### config.mk
export PLATFORM = sky130hd
export DESIGN_NAME = lru_key_value_cache_flat
export DESIGN_NICKNAME = d
export VERILOG_FILES = /design/src/lkv_pkg.sv /design/src/lkv_ifs.sv /design/src/lru_key_value_cache.sv /design/src/flat_wrapper.sv
export SDC_FILE = /design/constraint.sdc
export NUM_CORES = 2
export LEC_CHECK = 0
export ABC_CLOCK_PERIOD_IN_PS = 7830
export BUFFER_PORTS_ARGS = -buffer_cell sky130_fd_sc_hd__buf_2
export CORE_UTILIZATION = 35
export DETAILED_ROUTE_END_ITERATION = 8
export GPL_TIMING_DRIVEN = 0
export HOLD_SLACK_MARGIN = 0.02
export PLACE_DENSITY = 0.52
export SYNTH_ARGS = -nofsm -noshare
export SYNTH_HDL_FRONTEND = slang
export SYNTH_SLANG_ARGS = --single-unit
export TNS_END_PERCENT = 50
### constraint.sdc
create_clock -name clk -period 7.83 [get_ports clk]
set_input_delay 2.349 -clock clk [delete_from_list [all_inputs] [get_ports clk]]
set_output_delay 2.349 -clock clk [all_outputs]
set_load 0.1 [all_outputs]
### src/lkv_pkg.sv
package lkv_pkg;

	localparam int DATA_W = 32;
	localparam int CAP_W  = 5;

	localparam logic [CAP_W-1:0] CAP_RESET = 5'd16;

	typedef enum logic {
		OP_GET = 1'b0,
		OP_PUT = 1'b1
	} op_t;

	typedef logic signed [DATA_W-1:0] word_t;
	typedef logic [CAP_W-1:0]         cap_t;

endpackage

### src/lkv_ifs.sv
interface lkv_req_if;
	logic              valid;
	logic              ready;
	lkv_pkg::op_t      operation;
	lkv_pkg::word_t    key;
	lkv_pkg::word_t    write_value;

	modport source (output valid, operation, key, write_value, input ready);
	modport sink (input valid, operation, key, write_value, output ready);
endinterface

interface lkv_rsp_if;
	logic              valid;
	logic              ready;
	logic              hit;
	lkv_pkg::word_t    read_value;

	modport source (output valid, hit, read_value, input ready);
	modport sink (input valid, hit, read_value, output ready);
endinterface

interface lkv_cfg_if;
	logic              valid;
	logic              ready;
	lkv_pkg::cap_t     capacity;

	modport source (output valid, capacity, input ready);
	modport sink (input valid, capacity, output ready);
endinterface

### src/lru_key_value_cache.sv
// Fully associative key-value cache with LRU replacement. A request (get or put) is
// registered on transfer, compared against every stored key in parallel in the next
// cycle, and its response lands in an output register; throughput is one request
// per cycle while the response side does not stall, and the response is registered
// from the request stage once the output register is free or being taken. The
// cycle time is set by the single-pass 32-bit key compare across all ENTRIES slots
// plus the recency-rank update. Writing capacity (0 acts as 1, values above ENTRIES
// saturate) empties the cache at once; there is no clearing pass after reset. Only
// write capacity while no request is in flight.
module lru_key_value_cache #(
	parameter int ENTRIES = 16
) (
	input  logic           clk,
	input  logic           arst_n,
	lkv_req_if.sink        req,
	lkv_rsp_if.source      rsp,
	lkv_cfg_if.sink        cfg
);

	localparam int RANK_W = $clog2(ENTRIES);
	localparam int CNT_W  = $clog2(ENTRIES + 1);
	localparam int CMP_W  = (CNT_W > lkv_pkg::CAP_W) ? CNT_W : lkv_pkg::CAP_W;

	typedef logic [RANK_W-1:0] rank_t;
	typedef logic [CNT_W-1:0]  cnt_t;

	// control state
	logic [ENTRIES-1:0]  valid_q;
	rank_t               rank_q [ENTRIES];
	cnt_t                used_q;
	lkv_pkg::cap_t       cap_q;
	logic                valid_s1;
	logic                out_valid_q;

	// payload
	lkv_pkg::word_t      key_q [ENTRIES];
	lkv_pkg::word_t      val_q [ENTRIES];
	lkv_pkg::op_t        op_s1;
	lkv_pkg::word_t      key_s1;
	lkv_pkg::word_t      wval_s1;
	logic                hit_q;
	lkv_pkg::word_t      rval_q;

	logic                cfg_fire;
	logic                req_fire;
	logic                advance;
	logic [ENTRIES-1:0]  hit_oh;
	logic [ENTRIES-1:0]  evict_oh;
	logic [ENTRIES-1:0]  free_oh;
	logic [ENTRIES-1:0]  slot_oh;
	logic [ENTRIES-1:0]  inv;
	logic                hit_any;
	rank_t               hit_rank;
	lkv_pkg::word_t      hit_val;
	rank_t               last_rank;
	logic [CMP_W-1:0]    eff_cap;
	logic                full;
	logic                do_insert;

	assign cfg.ready   = 1'b1;
	assign cfg_fire    = cfg.valid;
	assign advance     = valid_s1 && (!out_valid_q || rsp.ready);
	assign req.ready   = !valid_s1 || advance;
	assign req_fire    = req.valid && req.ready;

	assign rsp.valid      = out_valid_q;
	assign rsp.hit        = hit_q;
	assign rsp.read_value = rval_q;

	always_comb begin
		hit_rank = '0;
		hit_val  = '0;
		for (int i = 0; i < ENTRIES; i++) begin
			hit_oh[i] = valid_q[i] && (key_q[i] == key_s1);
			if (hit_oh[i]) begin
				hit_rank = hit_rank | rank_q[i];
				hit_val  = hit_val | val_q[i];
			end
		end
		hit_any = |hit_oh;
	end

	// ranks of valid entries always form 0..used-1, so the LRU entry has rank used-1
	always_comb begin
		last_rank = RANK_W'(used_q - cnt_t'(1));
		for (int i = 0; i < ENTRIES; i++) begin
			evict_oh[i] = valid_q[i] && (rank_q[i] == last_rank);
		end
	end

	always_comb begin
		inv     = ~valid_q;
		free_oh = inv & (~inv + ENTRIES'(1));
	end

	always_comb begin
		if (cap_q == '0) begin
			eff_cap = CMP_W'(1);
		end else if (CMP_W'(cap_q) > CMP_W'(ENTRIES)) begin
			eff_cap = CMP_W'(ENTRIES);
		end else begin
			eff_cap = CMP_W'(cap_q);
		end
		full      = CMP_W'(used_q) >= eff_cap;
		slot_oh   = full ? evict_oh : free_oh;
		do_insert = !hit_any && (op_s1 == lkv_pkg::OP_PUT);
	end

	always_ff @(posedge clk or negedge arst_n) begin
		if (!arst_n) begin
			valid_q     <= '0;
			used_q      <= '0;
			cap_q       <= lkv_pkg::CAP_RESET;
			valid_s1    <= 1'b0;
			out_valid_q <= 1'b0;
			for (int i = 0; i < ENTRIES; i++) begin
				rank_q[i] <= '0;
			end
		end else begin
			if (req_fire) begin
				valid_s1 <= 1'b1;
			end else if (advance) begin
				valid_s1 <= 1'b0;
			end

			if (advance) begin
				out_valid_q <= 1'b1;
			end else if (rsp.ready) begin
				out_valid_q <= 1'b0;
			end

			if (cfg_fire) begin
				cap_q   <= cfg.capacity;
				valid_q <= '0;
				used_q  <= '0;
				for (int i = 0; i < ENTRIES; i++) begin
					rank_q[i] <= '0;
				end
			end else if (advance && hit_any) begin
				for (int i = 0; i < ENTRIES; i++) begin
					if (hit_oh[i]) begin
						rank_q[i] <= '0;
					end else if (valid_q[i] && (rank_q[i] < hit_rank)) begin
						rank_q[i] <= rank_q[i] + rank_t'(1);
					end
				end
			end else if (advance && do_insert) begin
				for (int i = 0; i < ENTRIES; i++) begin
					if (slot_oh[i]) begin
						rank_q[i]  <= '0;
						valid_q[i] <= 1'b1;
					end else if (valid_q[i]) begin
						rank_q[i] <= rank_q[i] + rank_t'(1);
					end
				end
				if (!full) begin
					used_q <= used_q + cnt_t'(1);
				end
			end
		end
	end

	always_ff @(posedge clk) begin
		if (req_fire) begin
			op_s1   <= req.operation;
			key_s1  <= req.key;
			wval_s1 <= req.write_value;
		end
		if (advance) begin
			hit_q  <= hit_any;
			rval_q <= (hit_any && (op_s1 == lkv_pkg::OP_GET)) ? hit_val : '0;
			for (int i = 0; i < ENTRIES; i++) begin
				if (do_insert && slot_oh[i]) begin
					key_q[i] <= key_s1;
					val_q[i] <= wval_s1;
				end else if (hit_oh[i] && (op_s1 == lkv_pkg::OP_PUT)) begin
					val_q[i] <= wval_s1;
				end
			end
		end
	end

	a_count_matches_valid: assert property (@(posedge clk) disable iff (!arst_n)
		$countones(valid_q) == int'(used_q))
		else $error("used count disagrees with valid entries");

	a_within_capacity: assert property (@(posedge clk) disable iff (!arst_n)
		CMP_W'(used_q) <= eff_cap)
		else $error("entries in use exceed capacity");

	a_cfg_clears: assert property (@(posedge clk) disable iff (!arst_n)
		cfg.valid && cfg.ready |=> (valid_q == '0) && (used_q == '0))
		else $error("capacity write did not empty the cache");

	a_hit_single: assert property (@(posedge clk) disable iff (!arst_n)
		valid_s1 |-> $onehot0(hit_oh))
		else $error("key stored in more than one entry");

endmodule

### src/flat_wrapper.sv
// flat-port wrapper written by rule: the top's interface ports become plain ports
module lru_key_value_cache_flat 
#(
	parameter int ENTRIES = 16
)
  (clk, arst_n, req_valid, req_operation, req_key, req_write_value, req_ready, rsp_valid, rsp_hit, rsp_read_value, rsp_ready, cfg_valid, cfg_capacity, cfg_ready);
  lkv_req_if req_i ();
  lkv_rsp_if rsp_i ();
  lkv_cfg_if cfg_i ();
  input  logic clk;
  input  logic arst_n;
  input wire logic [$bits(req_i.valid)-1:0] req_valid;
  input wire logic [$bits(req_i.operation)-1:0] req_operation;
  input wire logic [$bits(req_i.key)-1:0] req_key;
  input wire logic [$bits(req_i.write_value)-1:0] req_write_value;
  output wire logic [$bits(req_i.ready)-1:0] req_ready;
  output wire logic [$bits(rsp_i.valid)-1:0] rsp_valid;
  output wire logic [$bits(rsp_i.hit)-1:0] rsp_hit;
  output wire logic [$bits(rsp_i.read_value)-1:0] rsp_read_value;
  input wire logic [$bits(rsp_i.ready)-1:0] rsp_ready;
  input wire logic [$bits(cfg_i.valid)-1:0] cfg_valid;
  input wire logic [$bits(cfg_i.capacity)-1:0] cfg_capacity;
  output wire logic [$bits(cfg_i.ready)-1:0] cfg_ready;
  assign req_i.valid = req_valid;
  assign req_i.operation = req_operation;
  assign req_i.key = req_key;
  assign req_i.write_value = req_write_value;
  assign req_ready = req_i.ready;
  assign rsp_valid = rsp_i.valid;
  assign rsp_hit = rsp_i.hit;
  assign rsp_read_value = rsp_i.read_value;
  assign rsp_i.ready = rsp_ready;
  assign cfg_i.valid = cfg_valid;
  assign cfg_i.capacity = cfg_capacity;
  assign cfg_ready = cfg_i.ready;
  lru_key_value_cache #(.ENTRIES(ENTRIES)) u_core (.clk(clk), .arst_n(arst_n), .req(req_i), .rsp(rsp_i), .cfg(cfg_i));
endmodule
Word-level counts from Yosys, hierarchy flattened
Memories as Yosys holds them, arrays and structs flattened.
Index checks and enable logic that the tools add are counted.
{"block": "word_totals", "register_bits": 190, "ram_bits": 1024, "inputBits": 75, "out_inout_bits": 36, "mem_count": 2}
{"name": "u_core.key_q", "words": 16, "width": 32, "rd": 16, "rd_clocked_by_memory_dff": 0, "wr": 16, "line": "lru_key_value_cache.sv:36", "source": "lkv_pkg::word_t key_q [ENTRIES];"}
{"name": "u_core.val_q", "words": 16, "width": 32, "rd": 16, "rd_clocked_by_memory_dff": 0, "wr": 16, "line": "lru_key_value_cache.sv:37", "source": "lkv_pkg::word_t val_q [ENTRIES];"}
{"block": "classes", "addsub": 19, "magnitude_cmp": 18, "n_eq_ne": 50, "muxes": 257, "bitwise_logic": 50, "reduce_logical": 162}
{"cell": "$mux 32", "n": 32}
{"cell": "$eq 32x32->1", "n": 16}
{"cell": "$or 32x32->32", "n": 15}
{"cell": "$mux 4", "n": 80}
{"cell": "$mux 64", "n": 3}
{"cell": "$mux 1", "n": 132}
{"cell": "$reduce_and 3->1", "n": 33}
{"cell": "$logic_and 1x1->1", "n": 86}
{"cell": "$add 4x1->4 const B", "n": 16}
{"cell": "$eq 4x4->1", "n": 16}
{"cell": "$lt 4x4->1", "n": 16}
{"cell": "$mux 16", "n": 4}
{"cell": "$ne 4x3->1 const B", "n": 16}
{"cell": "$reduce_bool 4->1", "n": 16}
{"cell": "$or 4x4->4", "n": 15}
{"cell": "$reduce_bool 2->1", "n": 19}
{"cell": "$not 16->16", "n": 2}
{"cell": "$mux 5", "n": 6}
{"cell": "$add 16x1->16 const B", "n": 1}
{"cell": "$and 16x16->16", "n": 1}
{"cell": "$or 1x1->1", "n": 16}
{"cell": "$reduce_or 16->1", "n": 1}
{"cell": "$add 5x1->5 const B", "n": 1}
{"cell": "$ge 5x5->1", "n": 1}
{"cell": "other kinds (8)", "n": 12}

Logic depth before layout (Yosys ltp)
An unclocked memory read counts as a cell.
{"block": "depth", "ltp_word": 40, "depth_mapped": 22, "depth_no_buf": 18}

Least setup slack after synthesis
No wires, ideal clock.
{"block": "synth_path", "kind": "input-to-reg", "start": "input rsp_ready", "end": "memory u_core.val_q[0][128] in the netlist's numbering (enable)", "setup_ns": 0.466, "arrival_ns": 5.955, "t_required_ns": 7.364, "path_slack_ns": 1.409, "cell_stages": 6, "n_path_buf": 1, "cell_sequence": "nand2b_1 > nand2_1 > clkinv_1 > nand2_1 > clkbuf_1 > o21ai_0"}
{"element": "start: declaration", "line": "flat_wrapper.sv:20", "source": "input wire logic [$bits(rsp_i.ready)-1:0] rsp_ready;"}
{"element": "end: declaration", "line": "lru_key_value_cache.sv:37"}

Worst setup path after layout
{"block": "layout_path", "start": "register u_core.key_s1[31]", "end": "register u_core.rank_q[61] in the netlist's numbering"}
{"block": "layout_via", "elab_chain_len": 37, "word_cells_on_any_way": 77}
{"element": "start: declaration", "line": "lru_key_value_cache.sv:39", "source": "lkv_pkg::word_t key_s1;"}
{"element": "start signal: assignment", "line": "lru_key_value_cache.sv:166", "source": "key_s1 <= req.key;"}
{"element": "$eq 32x32->1", "line": "lru_key_value_cache.sv:74", "source": "hit_oh[i] = valid_q[i] && (key_q[i] == key_s1);"}
{"element": "$logic_and 1x1->1", "line": "lru_key_value_cache.sv:74"}
{"element": "$mux 4", "line": "lru_key_value_cache.sv:75", "source": "if (hit_oh[i]) begin"}
{"element": "$or 4x4->4", "line": "lru_key_value_cache.sv:76", "source": "hit_rank = hit_rank | rank_q[i];"}
{"element": "$mux 4", "line": "lru_key_value_cache.sv:75"}
{"element": "$or 4x4->4", "line": "lru_key_value_cache.sv:76"}
{"element": "$mux 4", "line": "lru_key_value_cache.sv:75"}
{"element": "$or 4x4->4", "line": "lru_key_value_cache.sv:76"}
{"element": "[21 not listed]"}
{"element": "$or 4x4->4", "line": "lru_key_value_cache.sv:76"}
{"element": "$mux 4", "line": "lru_key_value_cache.sv:75"}
{"element": "$or 4x4->4", "line": "lru_key_value_cache.sv:76"}
{"element": "$mux 4", "line": "lru_key_value_cache.sv:75"}
{"element": "$lt 4x4->1", "line": "lru_key_value_cache.sv:143", "source": "end else if (valid_q[i] && (rank_q[i] < hit_rank)) begin"}
{"element": "$logic_and 1x1->1", "line": "lru_key_value_cache.sv:143"}
{"element": "$ne 4x3->1 (no source line)"}
{"element": "$reduce_and 3->1 (no source line)"}
{"element": "end signal: indexed assignment", "line": "lru_key_value_cache.sv:144", "source": "rank_q[i] <= rank_q[i] + rank_t'(1);"}
{"element": "end signal: indexed assignment", "line": "lru_key_value_cache.sv:153", "source": "rank_q[i] <= rank_q[i] + rank_t'(1);"}
{"element": "end: declaration", "line": "lru_key_value_cache.sv:29", "source": "rank_t rank_q [ENTRIES];"}
Parallel ways exist; a longest one is shown, timed or not.
A chain may end at the register's enable or synchronous reset.

==> summary.md <==
| Metric | Value |
|---|---|
| Row count | 142 |
| Clk pin slew, worst setup/hold paths | 70 ps |
| Part of the power in registers | 49.8% |
| Final WL | 200800 µm |
| Gate power share | 7.1% |
| Tcrit/Tclk final | 97.86% |
| Global router's overall resource usage | 26.12% |
| CP Max Fanout | 10 |
| Finish-stage setup viols | 0 |
| Vias in the first global route | 33500 |
| Clock skew | 36.48 ps |
| Chip Width | 390.0 µm |
| Final Cell Area | 0.06176 mm² |
| RD Place Congestion | 0.9474 |
| Count of input and output buffers | 108 |
| Reg-to-reg slack, setup | 170 ps |
| Flop and latch count out of synthesis | 1214 |
| Final setup TNS | 0 ps |
| Worst Path Required | 8500 ps |
| Clk_lat worst skew | 800 ps |
| Max Freq | 0.1305 GHz |
| Worst Setup Path Type | reg -> reg |
| CP Capture Type | register |
| Worst Tran Pin Value | 1421 ps |
| Pwr Density | 237.4 mW/mm² |
| First-pass GRT wire length | 273500 µm |
| Area after DPL | 0.05692 mm² |
| Slowest-stage cell, CP | edfxtp_1 |
| Final HPWL DP | 128500 µm |
| Crit Reg-Reg Endpoint | u_core.rank_q[61]$_DFFE_PN0P_ |
| Syn-to-layout area delta | 17.19% |
| Hold Buf Count CTS | 0 |
| GR Overflow Total | 0 |
| Post-detailed-route count of antenna-violating nets | 0 |
| CTS root buffer | clkbuf_16 |
| CP Launch Type | register |
| Min-delay src | u_core.valid_s1$_DFFE_PN0P_ |
| MaxCap Viol Count | 0 |
| Most used DFF post-synth | edfxtp_1 |
| Asr flop ratio synth | 7.578% |
| Worst Setup SP | u_core.key_s1[31]$_DFFE_PP_ |
| Share of cells above drive strength 1 | 13.49% |
| Synthesized net count | 3708 |
| Worst-case reg-to-reg path depth | 22 |
| Destination of the critical timing path | u_core.rank_q[61]$_DFFE_PN0P_ |
| Yosys warns | 0 |
| Sw Ratio | 24.11% |
| Core area | 0.1496 mm² |
| Sequential fraction of the synthesis area | 68.30% |
| Clock tree buffer depth | 3 |
| Worst min-delay path class | reg -> reg |
| Post-synth EDFFs | 1122 |
| Worst EP arrival | 8330 ps |
| Peak VDD IR | 157.8 µV |
| Vias post-DR | 35420 |
| Crit-path leading delay family | buffers and inverters |
| Overall Power | 14.66 mW |
| Avg Cell Area, Syn | 14.80 µm² |
| Initial antenna violation count | 12 |
| Crit path buf inv count | 7 |
| Internal power | 11.12 mW |
| Failing checks | DRC |
| I/O pin cnt | 111 |
| Nets | 4043 |
| CTS H-Tree Depth | 4 |
| Synth Cell Area | 0.05270 mm² |
| Crit-path cells | buf_16, buf_4, buf_6, xnor2_1, nand4_1, nor4_1, and3_1, clkdlybuf4s15_1, clkbuf_2, clkbuf_2, a22oi_1, nand3_1, nor2_2, buf_8, ha_1, o21a_1, o21ai_0, a31oi_1, o21ai_0, a21oi_1, nor2_1, a32o_1 |
| Cts bufs inserted | 138 |
| Final Hold Fails | 0 |
| DIE HEIGHT | 390.0 µm |
| WL/cell | 33.36 µm |
| Clock power share | 43.1% |
| Synth Instances | 3562 |
| Sink Count | 1214 |
| Status | complete, but fails checks |
| Critical path depth | 22 |
| Slew headroom | 5.299% |
| R2R Path Start | u_core.key_s1[31]$_DFFE_PP_ |
| Final Max Tran Viols | 0 |
| TritonCTS clock tree | built |
| Vias/cell | 5.883 |
| RSZ-0062 raised after global routing | false |
| First-pass iteration count of the detailed router | 8 |
| Leakage | 19.89 nW |
| DRC | 4 |
| Initial core utilization | 35.23% |
| Largest net degree at the start of global routing | 52 |
| Post-layout min period | 7663 ps |
| Max incr delay on CP | 920 ps |
| Utilization after layout | 41.28% |
| Distinct cell type count after synthesis | 84 |
| DRT iter0 DRCs | 5029 |
| Sw power | 3.535 mW |
| Die area | 0.1521 mm² |
-- metal layers --
metal / track usage (%) / up-vias / routed length, µm
li1: - / 14640 / -
met1: 37.49 / 18400 / 85810
met2: 39.74 / 2016 / 89530
met3: 4.749 / 354 / 18610
met4: 8.720 / 4 / 6852
met5: 0 / - / 22
-- placed cells by master, fill, tap and decap left out, drive strengths merged, types with 68 or more instances in the layout --
cell and count:
o21ai 84, buf 279, xnor2 491, nand4 214, edfxtp 1122, nand3 100
a22o 113, ha 71, dfrtp 91, a221oi 103, inv 84, nand2b 85
a22oi 79, clkbuf 264, xor2 68, nor2 71, nand2 99
-- stage by stage --
| stage | setup slack, ps | cells | hold slack (ps) |
|---|---|---|---|
| finish | 167.4 | 6020 | 500.7 |
| global route | 56.67 | 6019 | 525.4 |
| CTS | 1.057 | 6003 | 504.7 |
| detailed placement | -1112 | 5728 | 490.7 |
| global placement | -4332 | 5686 | 472.4 |
| floorplan | 1409 | 3562 | 457.2 |
-- cell families after synthesis --
| logic type | share of synthesized area, % |
|---|---|
| flops | 68.30 |
| compound gates | 8.613 |
| simple gates | 9.090 |
| other cells | 0.007115 |
| xor+xnor | 9.304 |
| fa+ha+maj | 1.686 |
| buf+inv | 2.471 |
| mux | 0.5294 |
-- power groups by stage --
| stage | sequential, mW | combinational (mW) | clock, mW |
|---|---|---|---|
| 2_1_floorplan | 7.48 | 0.500 | 0 |
| 3_3_place_gp | 7.55 | 0.854 | 0 |
| 3_5_place_dp | 7.53 | 0.898 | 0 |
| 4_1_cts | 7.32 | 0.999 | 6.37 |
| 5_1_grt | 7.31 | 1.08 | 6.60 |
| 6_report | 7.31 | 1.04 | 6.32 |
-- worst register-to-register path: cells and delay by family, from the launching register on --
family	cells	cell delay (ps)
flops	1	920
buf+inv	7	3180
simple gates	6	1550
fa+ha+maj	1	300
xor+xnor	1	190
compound gates	7	1390
-- layout make-up --
cell class / instances / area, µm²
clock buffers: 175 / 3643
clock inverters: 70 / 654.4
multi-input cells: 2089 / 15590
inverters: 79 / 297.8
fillers: 13880 / 87840
repair buffers: 195 / 1977
flip-flops and latches: 1214 / 36000
well taps: 2016 / 2522
diodes: 2 / 5.005
plain buffers: 180 / 1075
-- cell usage after synthesis (7+ instances only) --
master	count	area share [%]
clkbuf_1	89	0.63
xor2_1	67	1.1
nor4b_1	11	0.18
o21ai_0	69	0.66
nand3_1	100	0.95
o211ai_1	12	0.17
o21ai_1	13	0.12
and3_1	49	0.58
edfxtp_1	1122	64
a22o_1	113	1.9
a31oi_1	44	0.52
a221oi_1	103	1.7
buf_6	16	0.34
mux2_2	14	0.30
o31ai_1	12	0.17
o2111ai_1	10	0.17
ha_1	71	1.7
o22ai_1	9	0.11
nor4_1	60	0.71
nand2_1	99	0.71
buf_1	15	0.11
nor2_1	71	0.51
nor3_1	46	0.44
a21oi_1	39	0.37
nor4bb_1	7	0.13
nand2b_1	85	1.0
a211o_1	8	0.13
mux2i_1	8	0.15
o21a_1	27	0.38
or4_1	32	0.46
inv_1	78	0.56
and2_1	13	0.15
dfrtp_1	91	4.3
a22oi_1	79	1.1
buf_4	54	0.77
nand4_1	214	2.5
nand4b_1	7	0.12
and4_1	11	0.18
xnor2_1	491	8.2
-- worst min path at each step --
| stage | end | slack (ps) | cells after the start |
|---|---|---|---|
| after floorplan | u_core.rsp.valid$_DFFE_PN0P_ | 460 | 1 |
| after global placement | u_core.rsp.valid$_DFFE_PN0P_ | 470 | 1 |
| after detailed placement | u_core.rsp.valid$_DFFE_PN0P_ | 490 | 1 |
| after CTS | u_core.rsp.valid$_DFFE_PN0P_ | 500 | 1 |
| after global routing | u_core.rsp.valid$_DFFE_PN0P_ | 530 | 1 |
| final | u_core.rsp.valid$_DFFE_PN0P_ | 500 | 1 |
-- state kept, by name, summed over array words and instances (netlist names) --
signal / cells
u_core.key_s1: 32
u_core.rsp.valid: 1
u_core.used_q: 5
u_core.cap_q: 5
u_core.rsp.read_value: 32
u_core.key_q: 512
u_core.val_q: 512
u_core.wval_s1: 32
u_core.rsp.hit: 1
u_core.valid_s1: 1
u_core.valid_q: 16
u_core.op_s1: 1
u_core.rank_q: 64
-- timing repair --
action                                 CTS  global route
resized for setup                       16            35
setup endpoints to repair               64            60
endpoints found under the hold margin    0             0
buffers inserted                        30            10
(Power assumes the default switching activity.)
